[src/hw/rtl/hrf_pkg.sv]
`default_nettype none

package hrf_pkg;

    localparam int NREG = 32;
    localparam int RA_W = 5;
    localparam int PC_W = 7;

    localparam logic signed [31:0] S32_MAX = 32'sh7fff_ffff;
    localparam logic signed [31:0] S32_MIN = 32'sh8000_0000;

    localparam logic [1:0] RG_LEFT   = 2'd0;
    localparam logic [1:0] RG_LSTAR  = 2'd1;
    localparam logic [1:0] RG_RSTAR  = 2'd2;
    localparam logic [1:0] RG_RIGHT  = 2'd3;

    localparam logic [1:0] ST_OK   = 2'd0;
    localparam logic [1:0] ST_ZDEN = 2'd1;
    localparam logic [1:0] ST_NEGP = 2'd2;

    // Scratch register indexes. Inputs and constants double as load sources.
    localparam logic [RA_W-1:0] R_RL = 5'd0;
    localparam logic [RA_W-1:0] R_UL = 5'd1;
    localparam logic [RA_W-1:0] R_PL = 5'd2;
    localparam logic [RA_W-1:0] R_RR = 5'd3;
    localparam logic [RA_W-1:0] R_UR = 5'd4;
    localparam logic [RA_W-1:0] R_PR = 5'd5;
    localparam logic [RA_W-1:0] R_KG = 5'd6;
    localparam logic [RA_W-1:0] R_KS = 5'd7;
    localparam logic [RA_W-1:0] R_KI = 5'd8;
    localparam logic [RA_W-1:0] R_KH = 5'd9;
    localparam logic [RA_W-1:0] R_K1 = 5'd10;
    localparam logic [RA_W-1:0] R_AL = 5'd11;
    localparam logic [RA_W-1:0] R_AR = 5'd12;
    localparam logic [RA_W-1:0] R_PS = 5'd13;
    localparam logic [RA_W-1:0] R_SL = 5'd14;
    localparam logic [RA_W-1:0] R_SR = 5'd15;
    localparam logic [RA_W-1:0] R_DL = 5'd16;
    localparam logic [RA_W-1:0] R_DR = 5'd17;
    localparam logic [RA_W-1:0] R_SS = 5'd18;
    localparam logic [RA_W-1:0] R_XR = 5'd19;
    localparam logic [RA_W-1:0] R_XU = 5'd20;
    localparam logic [RA_W-1:0] R_XP = 5'd21;
    localparam logic [RA_W-1:0] R_XS = 5'd22;
    localparam logic [RA_W-1:0] R_E  = 5'd23;
    localparam logic [RA_W-1:0] R_M  = 5'd24;
    localparam logic [RA_W-1:0] R_F1 = 5'd25;
    localparam logic [RA_W-1:0] R_F2 = 5'd26;
    localparam logic [RA_W-1:0] R_T0 = 5'd27;
    localparam logic [RA_W-1:0] R_T1 = 5'd28;
    localparam logic [RA_W-1:0] R_T2 = 5'd29;
    localparam logic [RA_W-1:0] R_AB = R_DL;
    localparam logic [RA_W-1:0] R_RD = R_AL;
    localparam logic [RA_W-1:0] R_PF = R_AR;
    localparam logic [RA_W-1:0] R_NONE = 5'd0;

    localparam logic [PC_W-1:0] P_NONE = 7'd0;
    localparam logic [PC_W-1:0] P_R3   = 7'd65;
    localparam logic [PC_W-1:0] P_L0   = 7'd70;
    localparam logic [PC_W-1:0] P_L1   = 7'd75;
    localparam logic [PC_W-1:0] P_R2   = 7'd81;
    localparam logic [PC_W-1:0] P_FLUX = 7'd86;
    localparam logic [PC_W-1:0] P_OUT  = 7'd118;

    typedef enum logic [4:0] {
        OP_LD, OP_MOV, OP_ADD, OP_SUB, OP_MUL, OP_DIV, OP_SQRT, OP_AVG, OP_ABS,
        OP_MAX0, OP_PICK, OP_SMAX, OP_ZCHK, OP_REG, OP_BGEZ, OP_JMP, OP_BNS,
        OP_OUTA, OP_OUTB
    } t_op;

    typedef struct packed {
        t_op             op;
        logic [RA_W-1:0] dst;
        logic [RA_W-1:0] a;
        logic [RA_W-1:0] b;
        logic [PC_W-1:0] tgt;
    } t_instr;

    typedef struct packed {
        logic signed [31:0] l_r;
        logic signed [31:0] l_u;
        logic signed [31:0] l_p;
        logic signed [31:0] r_r;
        logic signed [31:0] r_u;
        logic signed [31:0] r_p;
        logic               clr;
    } t_pair;

    function automatic logic signed [31:0] sat33(input logic signed [32:0] v);
        logic signed [31:0] r;
        if (v[32] != v[31]) begin
            r = v[32] ? S32_MIN : S32_MAX;
        end else begin
            r = v[31:0];
        end
        return r;
    endfunction

    function automatic logic signed [31:0] q_add(input logic signed [31:0] a,
                                                 input logic signed [31:0] b);
        return sat33(33'(a) + 33'(b));
    endfunction

    function automatic logic signed [31:0] q_sub(input logic signed [31:0] a,
                                                 input logic signed [31:0] b);
        return sat33(33'(a) - 33'(b));
    endfunction

    function automatic logic signed [31:0] q_avg(input logic signed [31:0] a,
                                                 input logic signed [31:0] b);
        logic signed [32:0] s;
        s = 33'(a) + 33'(b);
        return s[32:1];
    endfunction

    function automatic logic signed [31:0] q_abs(input logic signed [31:0] a);
        logic signed [31:0] r;
        if (a == S32_MIN) begin
            r = S32_MAX;
        end else if (a[31]) begin
            r = -a;
        end else begin
            r = a;
        end
        return r;
    endfunction

    function automatic t_instr mk(input t_op o, input logic [RA_W-1:0] d,
                                  input logic [RA_W-1:0] a, input logic [RA_W-1:0] b,
                                  input logic [PC_W-1:0] t);
        t_instr i;
        i.op  = o;
        i.dst = d;
        i.a   = a;
        i.b   = b;
        i.tgt = t;
        return i;
    endfunction

    function automatic t_instr prog(input logic [PC_W-1:0] pc);
        t_instr i;
        unique case (pc)
            7'd0:   i = mk(OP_LD,   R_RL, R_RL, R_NONE, P_NONE);
            7'd1:   i = mk(OP_LD,   R_UL, R_UL, R_NONE, P_NONE);
            7'd2:   i = mk(OP_LD,   R_PL, R_PL, R_NONE, P_NONE);
            7'd3:   i = mk(OP_LD,   R_RR, R_RR, R_NONE, P_NONE);
            7'd4:   i = mk(OP_LD,   R_UR, R_UR, R_NONE, P_NONE);
            7'd5:   i = mk(OP_LD,   R_PR, R_PR, R_NONE, P_NONE);
            7'd6:   i = mk(OP_LD,   R_KG, R_KG, R_NONE, P_NONE);
            7'd7:   i = mk(OP_LD,   R_KS, R_KS, R_NONE, P_NONE);
            7'd8:   i = mk(OP_LD,   R_KI, R_KI, R_NONE, P_NONE);
            7'd9:   i = mk(OP_LD,   R_KH, R_KH, R_NONE, P_NONE);
            7'd10:  i = mk(OP_LD,   R_K1, R_K1, R_NONE, P_NONE);
            7'd11:  i = mk(OP_MUL,  R_T0, R_KG, R_PL, P_NONE);
            7'd12:  i = mk(OP_DIV,  R_T0, R_T0, R_RL, P_NONE);
            7'd13:  i = mk(OP_SQRT, R_AL, R_T0, R_NONE, P_NONE);
            7'd14:  i = mk(OP_MUL,  R_T0, R_KG, R_PR, P_NONE);
            7'd15:  i = mk(OP_DIV,  R_T0, R_T0, R_RR, P_NONE);
            7'd16:  i = mk(OP_SQRT, R_AR, R_T0, R_NONE, P_NONE);
            7'd17:  i = mk(OP_AVG,  R_T1, R_PL, R_PR, P_NONE);
            7'd18:  i = mk(OP_AVG,  R_T2, R_RL, R_RR, P_NONE);
            7'd19:  i = mk(OP_AVG,  R_AB, R_AL, R_AR, P_NONE);
            7'd20:  i = mk(OP_SUB,  R_T0, R_UR, R_UL, P_NONE);
            7'd21:  i = mk(OP_MUL,  R_T0, R_KH, R_T0, P_NONE);
            7'd22:  i = mk(OP_MUL,  R_T0, R_T0, R_AB, P_NONE);
            7'd23:  i = mk(OP_MUL,  R_T0, R_T0, R_T2, P_NONE);
            7'd24:  i = mk(OP_SUB,  R_PS, R_T1, R_T0, P_NONE);
            7'd25:  i = mk(OP_MAX0, R_PS, R_PS, R_NONE, P_NONE);
            7'd26:  i = mk(OP_DIV,  R_T0, R_PS, R_PL, P_NONE);
            7'd27:  i = mk(OP_SUB,  R_T0, R_T0, R_K1, P_NONE);
            7'd28:  i = mk(OP_MUL,  R_T0, R_KS, R_T0, P_NONE);
            7'd29:  i = mk(OP_ADD,  R_T0, R_K1, R_T0, P_NONE);
            7'd30:  i = mk(OP_SQRT, R_T0, R_T0, R_NONE, P_NONE);
            7'd31:  i = mk(OP_PICK, R_T0, R_PS, R_PL, P_NONE);
            7'd32:  i = mk(OP_MUL,  R_T0, R_AL, R_T0, P_NONE);
            7'd33:  i = mk(OP_SUB,  R_SL, R_UL, R_T0, P_NONE);
            7'd34:  i = mk(OP_DIV,  R_T0, R_PS, R_PR, P_NONE);
            7'd35:  i = mk(OP_SUB,  R_T0, R_T0, R_K1, P_NONE);
            7'd36:  i = mk(OP_MUL,  R_T0, R_KS, R_T0, P_NONE);
            7'd37:  i = mk(OP_ADD,  R_T0, R_K1, R_T0, P_NONE);
            7'd38:  i = mk(OP_SQRT, R_T0, R_T0, R_NONE, P_NONE);
            7'd39:  i = mk(OP_PICK, R_T0, R_PS, R_PR, P_NONE);
            7'd40:  i = mk(OP_MUL,  R_T0, R_AR, R_T0, P_NONE);
            7'd41:  i = mk(OP_ADD,  R_SR, R_UR, R_T0, P_NONE);
            7'd42:  i = mk(OP_ABS,  R_T0, R_UL, R_NONE, P_NONE);
            7'd43:  i = mk(OP_ADD,  R_T0, R_T0, R_AL, P_NONE);
            7'd44:  i = mk(OP_SMAX, R_NONE, R_T0, R_NONE, P_NONE);
            7'd45:  i = mk(OP_ABS,  R_T0, R_UR, R_NONE, P_NONE);
            7'd46:  i = mk(OP_ADD,  R_T0, R_T0, R_AR, P_NONE);
            7'd47:  i = mk(OP_SMAX, R_NONE, R_T0, R_NONE, P_NONE);
            7'd48:  i = mk(OP_SUB,  R_DL, R_SL, R_UL, P_NONE);
            7'd49:  i = mk(OP_SUB,  R_DR, R_SR, R_UR, P_NONE);
            7'd50:  i = mk(OP_SUB,  R_T0, R_PR, R_PL, P_NONE);
            7'd51:  i = mk(OP_MUL,  R_T1, R_RL, R_UL, P_NONE);
            7'd52:  i = mk(OP_MUL,  R_T1, R_T1, R_DL, P_NONE);
            7'd53:  i = mk(OP_ADD,  R_T0, R_T0, R_T1, P_NONE);
            7'd54:  i = mk(OP_MUL,  R_T1, R_RR, R_UR, P_NONE);
            7'd55:  i = mk(OP_MUL,  R_T1, R_T1, R_DR, P_NONE);
            7'd56:  i = mk(OP_SUB,  R_T0, R_T0, R_T1, P_NONE);
            7'd57:  i = mk(OP_MUL,  R_T1, R_RL, R_DL, P_NONE);
            7'd58:  i = mk(OP_MUL,  R_T2, R_RR, R_DR, P_NONE);
            7'd59:  i = mk(OP_SUB,  R_T1, R_T1, R_T2, P_NONE);
            7'd60:  i = mk(OP_ZCHK, R_NONE, R_T1, R_NONE, P_NONE);
            7'd61:  i = mk(OP_DIV,  R_SS, R_T0, R_T1, P_NONE);
            7'd62:  i = mk(OP_BGEZ, R_NONE, R_SL, R_NONE, P_L0);
            7'd63:  i = mk(OP_BGEZ, R_NONE, R_SS, R_NONE, P_L1);
            7'd64:  i = mk(OP_BGEZ, R_NONE, R_SR, R_NONE, P_R2);
            7'd65:  i = mk(OP_REG,  R_NONE, {3'b000, RG_RIGHT}, R_NONE, P_NONE);
            7'd66:  i = mk(OP_MOV,  R_XR, R_RR, R_NONE, P_NONE);
            7'd67:  i = mk(OP_MOV,  R_XU, R_UR, R_NONE, P_NONE);
            7'd68:  i = mk(OP_MOV,  R_XP, R_PR, R_NONE, P_NONE);
            7'd69:  i = mk(OP_JMP,  R_NONE, R_NONE, R_NONE, P_FLUX);
            7'd70:  i = mk(OP_REG,  R_NONE, {3'b000, RG_LEFT}, R_NONE, P_NONE);
            7'd71:  i = mk(OP_MOV,  R_XR, R_RL, R_NONE, P_NONE);
            7'd72:  i = mk(OP_MOV,  R_XU, R_UL, R_NONE, P_NONE);
            7'd73:  i = mk(OP_MOV,  R_XP, R_PL, R_NONE, P_NONE);
            7'd74:  i = mk(OP_JMP,  R_NONE, R_NONE, R_NONE, P_FLUX);
            7'd75:  i = mk(OP_REG,  R_NONE, {3'b000, RG_LSTAR}, R_NONE, P_NONE);
            7'd76:  i = mk(OP_MOV,  R_XR, R_RL, R_NONE, P_NONE);
            7'd77:  i = mk(OP_MOV,  R_XU, R_UL, R_NONE, P_NONE);
            7'd78:  i = mk(OP_MOV,  R_XP, R_PL, R_NONE, P_NONE);
            7'd79:  i = mk(OP_MOV,  R_XS, R_SL, R_NONE, P_NONE);
            7'd80:  i = mk(OP_JMP,  R_NONE, R_NONE, R_NONE, P_FLUX);
            7'd81:  i = mk(OP_REG,  R_NONE, {3'b000, RG_RSTAR}, R_NONE, P_NONE);
            7'd82:  i = mk(OP_MOV,  R_XR, R_RR, R_NONE, P_NONE);
            7'd83:  i = mk(OP_MOV,  R_XU, R_UR, R_NONE, P_NONE);
            7'd84:  i = mk(OP_MOV,  R_XP, R_PR, R_NONE, P_NONE);
            7'd85:  i = mk(OP_MOV,  R_XS, R_SR, R_NONE, P_NONE);
            7'd86:  i = mk(OP_MUL,  R_T0, R_XU, R_XU, P_NONE);
            7'd87:  i = mk(OP_MUL,  R_T0, R_XR, R_T0, P_NONE);
            7'd88:  i = mk(OP_MUL,  R_T0, R_KH, R_T0, P_NONE);
            7'd89:  i = mk(OP_MUL,  R_T1, R_KI, R_XP, P_NONE);
            7'd90:  i = mk(OP_ADD,  R_E,  R_T1, R_T0, P_NONE);
            7'd91:  i = mk(OP_MUL,  R_M,  R_XR, R_XU, P_NONE);
            7'd92:  i = mk(OP_MUL,  R_T0, R_M,  R_XU, P_NONE);
            7'd93:  i = mk(OP_ADD,  R_F1, R_T0, R_XP, P_NONE);
            7'd94:  i = mk(OP_ADD,  R_T0, R_E,  R_XP, P_NONE);
            7'd95:  i = mk(OP_MUL,  R_F2, R_XU, R_T0, P_NONE);
            7'd96:  i = mk(OP_BNS,  R_NONE, R_NONE, R_NONE, P_OUT);
            7'd97:  i = mk(OP_SUB,  R_T0, R_XS, R_XU, P_NONE);
            7'd98:  i = mk(OP_MUL,  R_RD, R_XR, R_T0, P_NONE);
            7'd99:  i = mk(OP_SUB,  R_T0, R_XS, R_SS, P_NONE);
            7'd100: i = mk(OP_DIV,  R_PF, R_RD, R_T0, P_NONE);
            7'd101: i = mk(OP_MUL,  R_T0, R_PF, R_SS, P_NONE);
            7'd102: i = mk(OP_SUB,  R_T0, R_T0, R_M, P_NONE);
            7'd103: i = mk(OP_MUL,  R_T0, R_XS, R_T0, P_NONE);
            7'd104: i = mk(OP_ADD,  R_F1, R_F1, R_T0, P_NONE);
            7'd105: i = mk(OP_SUB,  R_T0, R_PF, R_XR, P_NONE);
            7'd106: i = mk(OP_MUL,  R_T0, R_XS, R_T0, P_NONE);
            7'd107: i = mk(OP_ADD,  R_M,  R_M,  R_T0, P_NONE);
            7'd108: i = mk(OP_DIV,  R_T0, R_XP, R_RD, P_NONE);
            7'd109: i = mk(OP_ADD,  R_T0, R_SS, R_T0, P_NONE);
            7'd110: i = mk(OP_SUB,  R_T1, R_SS, R_XU, P_NONE);
            7'd111: i = mk(OP_MUL,  R_T0, R_T1, R_T0, P_NONE);
            7'd112: i = mk(OP_DIV,  R_T1, R_E,  R_XR, P_NONE);
            7'd113: i = mk(OP_ADD,  R_T0, R_T1, R_T0, P_NONE);
            7'd114: i = mk(OP_MUL,  R_T0, R_PF, R_T0, P_NONE);
            7'd115: i = mk(OP_SUB,  R_T0, R_T0, R_E, P_NONE);
            7'd116: i = mk(OP_MUL,  R_T0, R_XS, R_T0, P_NONE);
            7'd117: i = mk(OP_ADD,  R_F2, R_F2, R_T0, P_NONE);
            7'd118: i = mk(OP_OUTA, R_NONE, R_M, R_F1, P_NONE);
            default: i = mk(OP_OUTB, R_NONE, R_F2, R_NONE, P_NONE);
        endcase
        return i;
    endfunction

endpackage

`default_nettype wire

[src/hw/rtl/hrf_front.sv]
`default_nettype none

module hrf_front (
    input  wire logic          i_clk,
    input  wire logic          i_rst_n,
    input  wire logic          i_valid,
    output logic               o_ready,
    input  wire logic [95:0]   i_data,
    input  wire logic          i_sweep,
    output hrf_pkg::t_pair     o_head,
    output logic               o_head_valid,
    input  wire logic          i_pop
);
    import hrf_pkg::*;

    localparam logic [1:0] Q_FULL = 2'd2;

    logic signed [31:0] r_prev_r;
    logic signed [31:0] r_prev_u;
    logic signed [31:0] r_prev_p;
    logic               r_have;
    logic               r_clr;
    t_pair              r_q [2];
    logic               r_wp;
    logic               r_rp;
    logic [1:0]         r_cnt;

    logic  accept;
    logic  push;
    t_pair entry;

    assign o_ready      = r_cnt != Q_FULL;
    assign accept       = i_valid && o_ready;
    assign push         = accept && r_have && !i_sweep;
    assign o_head       = r_q[r_rp];
    assign o_head_valid = r_cnt != 2'd0;

    always_comb begin
        entry.l_r = r_prev_r;
        entry.l_u = r_prev_u;
        entry.l_p = r_prev_p;
        entry.r_r = i_data[31:0];
        entry.r_u = i_data[63:32];
        entry.r_p = i_data[95:64];
        entry.clr = r_clr;
    end

    always_ff @(posedge i_clk) begin
        if (!i_rst_n) begin
            r_have <= 1'b0;
            r_clr  <= 1'b1;
            r_wp   <= 1'b0;
            r_rp   <= 1'b0;
            r_cnt  <= 2'd0;
        end else begin
            if (accept) begin
                r_have <= 1'b1;
                r_clr  <= !push;
            end
            if (push) begin
                r_wp <= !r_wp;
            end
            if (i_pop) begin
                r_rp <= !r_rp;
            end
            r_cnt <= r_cnt + 2'(push) - 2'(i_pop);
        end
        if (accept) begin
            r_prev_r <= i_data[31:0];
            r_prev_u <= i_data[63:32];
            r_prev_p <= i_data[95:64];
        end
        if (push) begin
            r_q[r_wp] <= entry;
        end
    end

endmodule

`default_nettype wire

[config.mk]
export PLATFORM = sky130hd
export DESIGN_NAME = hrf_front
export DESIGN_NICKNAME = d
export VERILOG_FILES = /design/src/hw/rtl/hrf_pkg.sv /design/src/hw/rtl/hrf_front.sv
export SDC_FILE = /design/constraint.sdc
export NUM_CORES = 1
export LEC_CHECK = 0
export BUFFER_PORTS_ARGS = -buffer_cell sky130_fd_sc_hd__buf_2
export CORE_MARGIN = 1.5
export CORE_UTILIZATION = 50
export CTS_CLUSTER_DIAMETER = 150
export DETAILED_ROUTE_END_ITERATION = 8
export PLACE_DENSITY = 0.85
export SYNTH_ARGS = -nofsm -noshare
export SYNTH_HDL_FRONTEND = slang
export SYNTH_SLANG_ARGS = --single-unit
[constraint.sdc]
create_clock -name i_clk -period 5.6 [get_ports i_clk]
set_input_delay 0.56 -clock i_clk [delete_from_list [all_inputs] [get_ports i_clk]]
set_output_delay 0.56 -clock i_clk [all_outputs]
set_load 0.02 [all_outputs]
### Yosys cells after proc, flatten, opt, wreduce, memory -nomap -nowiden

Memory sizes are Yosys's and may differ from the RTL's. A register that Yosys moved wholly into a read port is not among the register bits.
Cells that the tools add are included.

* bits in registers: 102
* output and inout bits: 195
* bits of input ports: 101
* word-level logic and storage cells: 24
* bits in writable memories: 386
* memories kept: 1

* eq/ne operators: 1
* multiplexer cells: 4
* add/subtract/negate cells: 2
* reduce and logical (&&, ||, !) cells: 8

Memory list
* r_q: depth 2, bits a word 193, read ports 1, clocked after Yosys merged registers in 1, write ports 1, RTL line hrf_front.sv:23 `t_pair r_q [2];`

Operators with widths (number)
* logical NOT 1 bit: 4
* 2-to-1 mux 1 bit: 4
* logical AND 1 bit: 3
* adder 2 x 1 -> 2 bit: 1
* inequality test 2 bit (second input constant): 1
* nonzero test 2 bit: 1
* subtractor 2 x 1 -> 2 bit: 1

### Logic depth before layout (Yosys ltp)

* depth in word-level cells: 6
* gate-level depth with buffers: 7
* gate-level depth less buffers: 7

### Least setup slack after synthesis

No wires, ideal clock.

* path kind: input-to-reg
* start point: input i_sweep
* end point: memory r_q[1][0] in the netlist's numbering (enable)
* buffers on the path: 0
* data arrival time: 5.341 ns
* setup slack: -0.319 ns
* required time: 5.022 ns
* cell stages on the path: 3
* setup time: 0.578 ns
* path through: nand2b_1 > nor3_1 > and2_1

* cells in the longest elaborated chain, start to end: 4

Ends and longest elaborated chain
* start, declared: RTL line hrf_front.sv:9 `input wire logic i_sweep,`
* logical NOT 1 bit: RTL line hrf_front.sv:34 `assign push = accept && r_have && !i_sweep;`
* logical AND 1 bit: RTL line hrf_front.sv:34
* 2-to-1 mux 1 bit: RTL line hrf_front.sv:73 `if (push) begin`
* 2-to-1 mux 1 bit (not written as such): RTL line hrf_front.sv:74 `r_q[r_wp] <= entry;`
* end, declared: RTL line hrf_front.sv:23

No other way between the ends.

==> results.md <==
Die:
- For this design the top-level I/O count stands at 296.
- The floorplan row count is 67.
- The floorplan die width is 188.0 um.
- The initial utilization of the core area, before any placement, comes to 50.92%.
- The region available for standard cell placement spans 0.03362 mm^2.
- The floorplan step defined a die boundary enclosing 0.03536 mm^2.
- In this run the vertical extent of the chip is 188.0 um.

Detailed routing:
- The violation count after the first detailed-routing iteration is 377.
- The routed via count divided by cell count is 5.058.
- The number of search-and-repair iterations in the first detailed-routing pass is 4.
- The number of vias in the routed layout is 7,819.
- The number of remaining DRC errors is 0.
- The final routed wirelength across all metal layers is 29,860 um.
- The post-detailed-route count of antenna-violating nets is 0.
- The mean routed wirelength per cell is 19.32 um.

Global routing:
- The number of global-route vias before repair was 8,151.
- The initial antenna violation count was 4.
- The overall fraction of global-route tracks in use is 16.49%.
- Entering global routing, the biggest net connects 123 pins.
- The first-pass GRT wire length is 44,710 um.
- The final global-route overflow total is 0.

Synthesis:
- The count of yosys warnings during synthesis is 0.
- The count of different cell masters after synthesis is 24.
- In this run, synthesis inferred 482 flip-flops with an integrated enable.
- The synthesized netlist devotes 0.4824% of its cell area to simple gates.
- Averaged over all synthesized cells, the footprint is 23.42 um^2.
- The share of the synthesized netlist area taken by xor and xnor gates is 0.1535%.
- When the netlist entered floorplanning its net count stood at 833.
- The netlist area before placement is 0.01712 mm^2.
- By area, the combinational part of the netlist is dominated by multiplexers.
- In this run the biggest area consumer among cell types represents 84.55% of the synthesized area.
- The most common cell in the netlist is sky130_fd_sc_hd__edfxtp_1.
- The register bit count reported by yosys is 489.
- Of all flip-flops after synthesis, the portion carrying an async set or reset was 0%.
- The synthesized netlist devotes 0.2193% of its cell area to compound gates.
- The synthesized-area fraction occupied by adder cells is 0.07309%.
- The cell type with the highest aggregate area in the netlist is sky130_fd_sc_hd__edfxtp_1.
- Sorting the synthesized cells by area gives the leading types as sky130_fd_sc_hd__edfxtp_1 (85%), sky130_fd_sc_hd__mux2_2 (13%), sky130_fd_sc_hd__dfxtp_1 (0.82%), sky130_fd_sc_hd__buf_4 (0.75%), sky130_fd_sc_hd__buf_2 (0.12%).
- In the synthesized netlist, the number of instances is 731.
- The portion of synthesized area spent on multiplexers is 12.75%.
- The sequential-to-total area share from yosys stat is 85.37%.
- After synthesis, the most frequently instantiated cells are sky130_fd_sc_hd__edfxtp_1 (482), sky130_fd_sc_hd__mux2_2 (193), sky130_fd_sc_hd__buf_4 (17).
- The dominant register cell in the synthesized netlist is sky130_fd_sc_hd__edfxtp_1.

Clock network:
- The tree is rooted in a sky130_fd_sc_hd__clkbuf_16.
- The source-to-sink clock delay at the later pin of the worst-skew pair is 520 ps.
- Counting the buffers created by CTS gives 48.
- The deepest clock path buffer count is 3.
- After clock tree synthesis, the repair step resized 0 gates.
- The number of setup buffers added after CTS is 0.
- The clock-pin slew on the worst setup and hold paths is 60 ps.
- The number of clock sinks seen by CTS is 489.
- The maximum level of the CTS H-tree is 2.
- The number of buffers inserted by hold repair at cts is 0.
- TritonCTS built the clock tree.

Finish:
- The proportion of layout cells with a drive suffix above 1 is 51.92%.
- The number of standard cells in the layout, taps in and fillers out is 1,546.
- The total number of nets in the final design is 1,164.
- The relative area change from synthesis to final layout is 20.11%.

Placed design:
- At the end of routability-driven placement, the weighted congestion stood at 0.7318.
- Including well taps, the total number of placed cells is 1,460.
- The placed wire-length estimate after detailed placement is 17,970 um.
- Buffers placed on the I/O ports in this run total 295.

Hold path:
- The min-delay analysis places its worst path in the category in2reg.

Worst setup path:
- The category of the worst setup path capture point is an output pin.
- STA classifies the critical path startpoint as a flop.
- The data required time of the critical path is 5040 ps.
- The peak per-stage delay on the critical path is 910 ps.
- The data arrival time of the critical path is 2730 ps.
- The signal on the critical path passes through buf_12, mux2_2, buf_2.
- The worst-path maximum fanout is 95.
- The largest individual stage delay along the critical path comes from the cell sky130_fd_sc_hd__dfxtp_4.
- The worst setup path category is reg2out.

Timing:
- The max-slew violation count is 0.
- The minimum period implied by the final worst setup slack is 3286 ps.
- Setup repair after global routing left no endpoint under its margin.
- The highest attainable clock frequency is 304.3 MHz.
- On the final layout, the worst clock skew is 8.712 ps.
- The setup violation total in the final timing report is 0.
- The worst pin sits at a relative slew slack of 36.79%.
- The final hold violation count is 0.
- The measured slew at the worst slew-check pin is 948.1 ps.
- The summed negative setup slack over all endpoints is 0 ps.
- The final critical path takes up 58.68% of the cycle.

Run:
- Max-cap violations in this run came to 0.

Power and ir drop:
- IR analysis of the VDD net gives a maximum drop of 0.2809 mV.
- The design draws 7770 uW.
- The power density of the placed cells is 377.9 mW/mm^2.
- In this run the static leakage power is 0.007190 uW.

Run status:
- The flow ran to the end, and the final reports show no timing, DRC or antenna violations.
-- flip-flops by register name (all words and copies together), names as in the netlist, named ones only --
| signal | count |
|---|---|
| r_rp | 1 |
| r_cnt | 2 |
| r_q | 386 |
| r_have | 1 |
| r_clr | 1 |
| r_wp | 1 |
| r_prev_u | 32 |
| r_prev_r | 32 |
| r_prev_p | 32 |
-- where the power goes --
group	leakage [uW]	total (uW)	switching, uW	internal, uW
clock	0.000708	2910	1240	1680
sequential	0.00447	4260	63.8	4190
combinational	0.00201	597	369	228
total	0.00719	7770	1670	6100
-- path summary, 6_finish.rpt --
check	start	endpoint	cells past startpoint	slack [ps]
worst min register to register	r_prev_r[9]$_DFFE_PN_	r_q[1][170]$_DFFE_PP_	0	440
worst max register to register	r_cnt[1]$_SDFF_PN0_	r_q[1][160]$_DFFE_PP_	4	3070
worst max-delay path	flop	o_head[13]	3	2310
worst min-delay path	i_data[86]	r_q[0][23]$_DFFE_PP_	1	230
-- per-layer routing --
metal	vias to the layer above	GRT usage [%]	part of all wire, %
li1	3585	-	-
met1	3935	20.82	41
met2	242	27.83	50
met3	53	4.436	6.9
met4	4	5.292	2.3
met5	-	0	0.077
-- through the flow --
step           setup slack, ps  instance area [um^2]  hold slack (ps)  utilization (%)
2_1_floorplan            152.6                 17120            421.5                -
5_1_grt                   2148                 20560            213.9            61.15
6_report                  2314                 20560            232.3            61.16
3_5_place_dp              2707                 19120            429.0            56.88
4_1_cts                   2255                 20560            206.4            61.15
3_3_place_gp              2746                 19120            421.8            56.88
-- worst max-delay path, delay by kind of cell, from the launching register on --
kind,cells,cell delay (ps)
flip-flops,1,910
buffers and inverters,2,610
multiplexers,1,430
-- cells in the final DEF (no fill, tap or decap), types with 2 or more instances in the layout --
master | synthesis | layout
sky130_fd_sc_hd__clkinv_1 | 0 | 15
sky130_fd_sc_hd__clkinv_2 | 0 | 11
sky130_fd_sc_hd__inv_1 | 3 | 2
sky130_fd_sc_hd__mux2_2 | 193 | 193
sky130_fd_sc_hd__buf_4 | 17 | 4
sky130_fd_sc_hd__edfxtp_1 | 482 | 482
sky130_fd_sc_hd__bufinv_16 | 0 | 2
sky130_fd_sc_hd__buf_12 | 0 | 3
sky130_fd_sc_hd__diode_2 | 0 | 2
sky130_fd_sc_hd__xnor2_1 | 2 | 2
sky130_fd_sc_hd__a21oi_1 | 2 | 2
sky130_fd_sc_hd__o31ai_1 | 2 | 2
sky130_fd_sc_hd__clkbuf_16 | 0 | 49
sky130_fd_sc_hd__clkinvlp_4 | 0 | 2
sky130_fd_sc_hd__nor2_1 | 3 | 2
sky130_fd_sc_hd__clkbuf_1 | 0 | 4
sky130_fd_sc_hd__or2_2 | 2 | 2
sky130_fd_sc_hd__dfxtp_1 | 7 | 6
sky130_fd_sc_hd__buf_2 | 4 | 295
-- cell families after synthesis --
logic type                 after synthesis
adders and majority gates                1
xor gates and xnor gates                 3
DFF                                    489
AOI/OAI and AO/OA                        6
muxes                                  194
buffers and inverters                   25
and+or+nand+nor                         13
-- layout make-up --
type | count | area [um^2]
Inverter | 4 | 22.52
Timing Repair Buffer | 302 | 1567
Antenna cell | 2 | 5.005
Clock inverter | 31 | 195.2
Clock buffer | 53 | 1241
Sequential cell | 489 | 14620
Multi-Input combinational cell | 217 | 2352
Fill cell | 2324 | 13060
Tap cell | 448 | 560.5
Note: power is estimated with default switching activity, not from simulation.
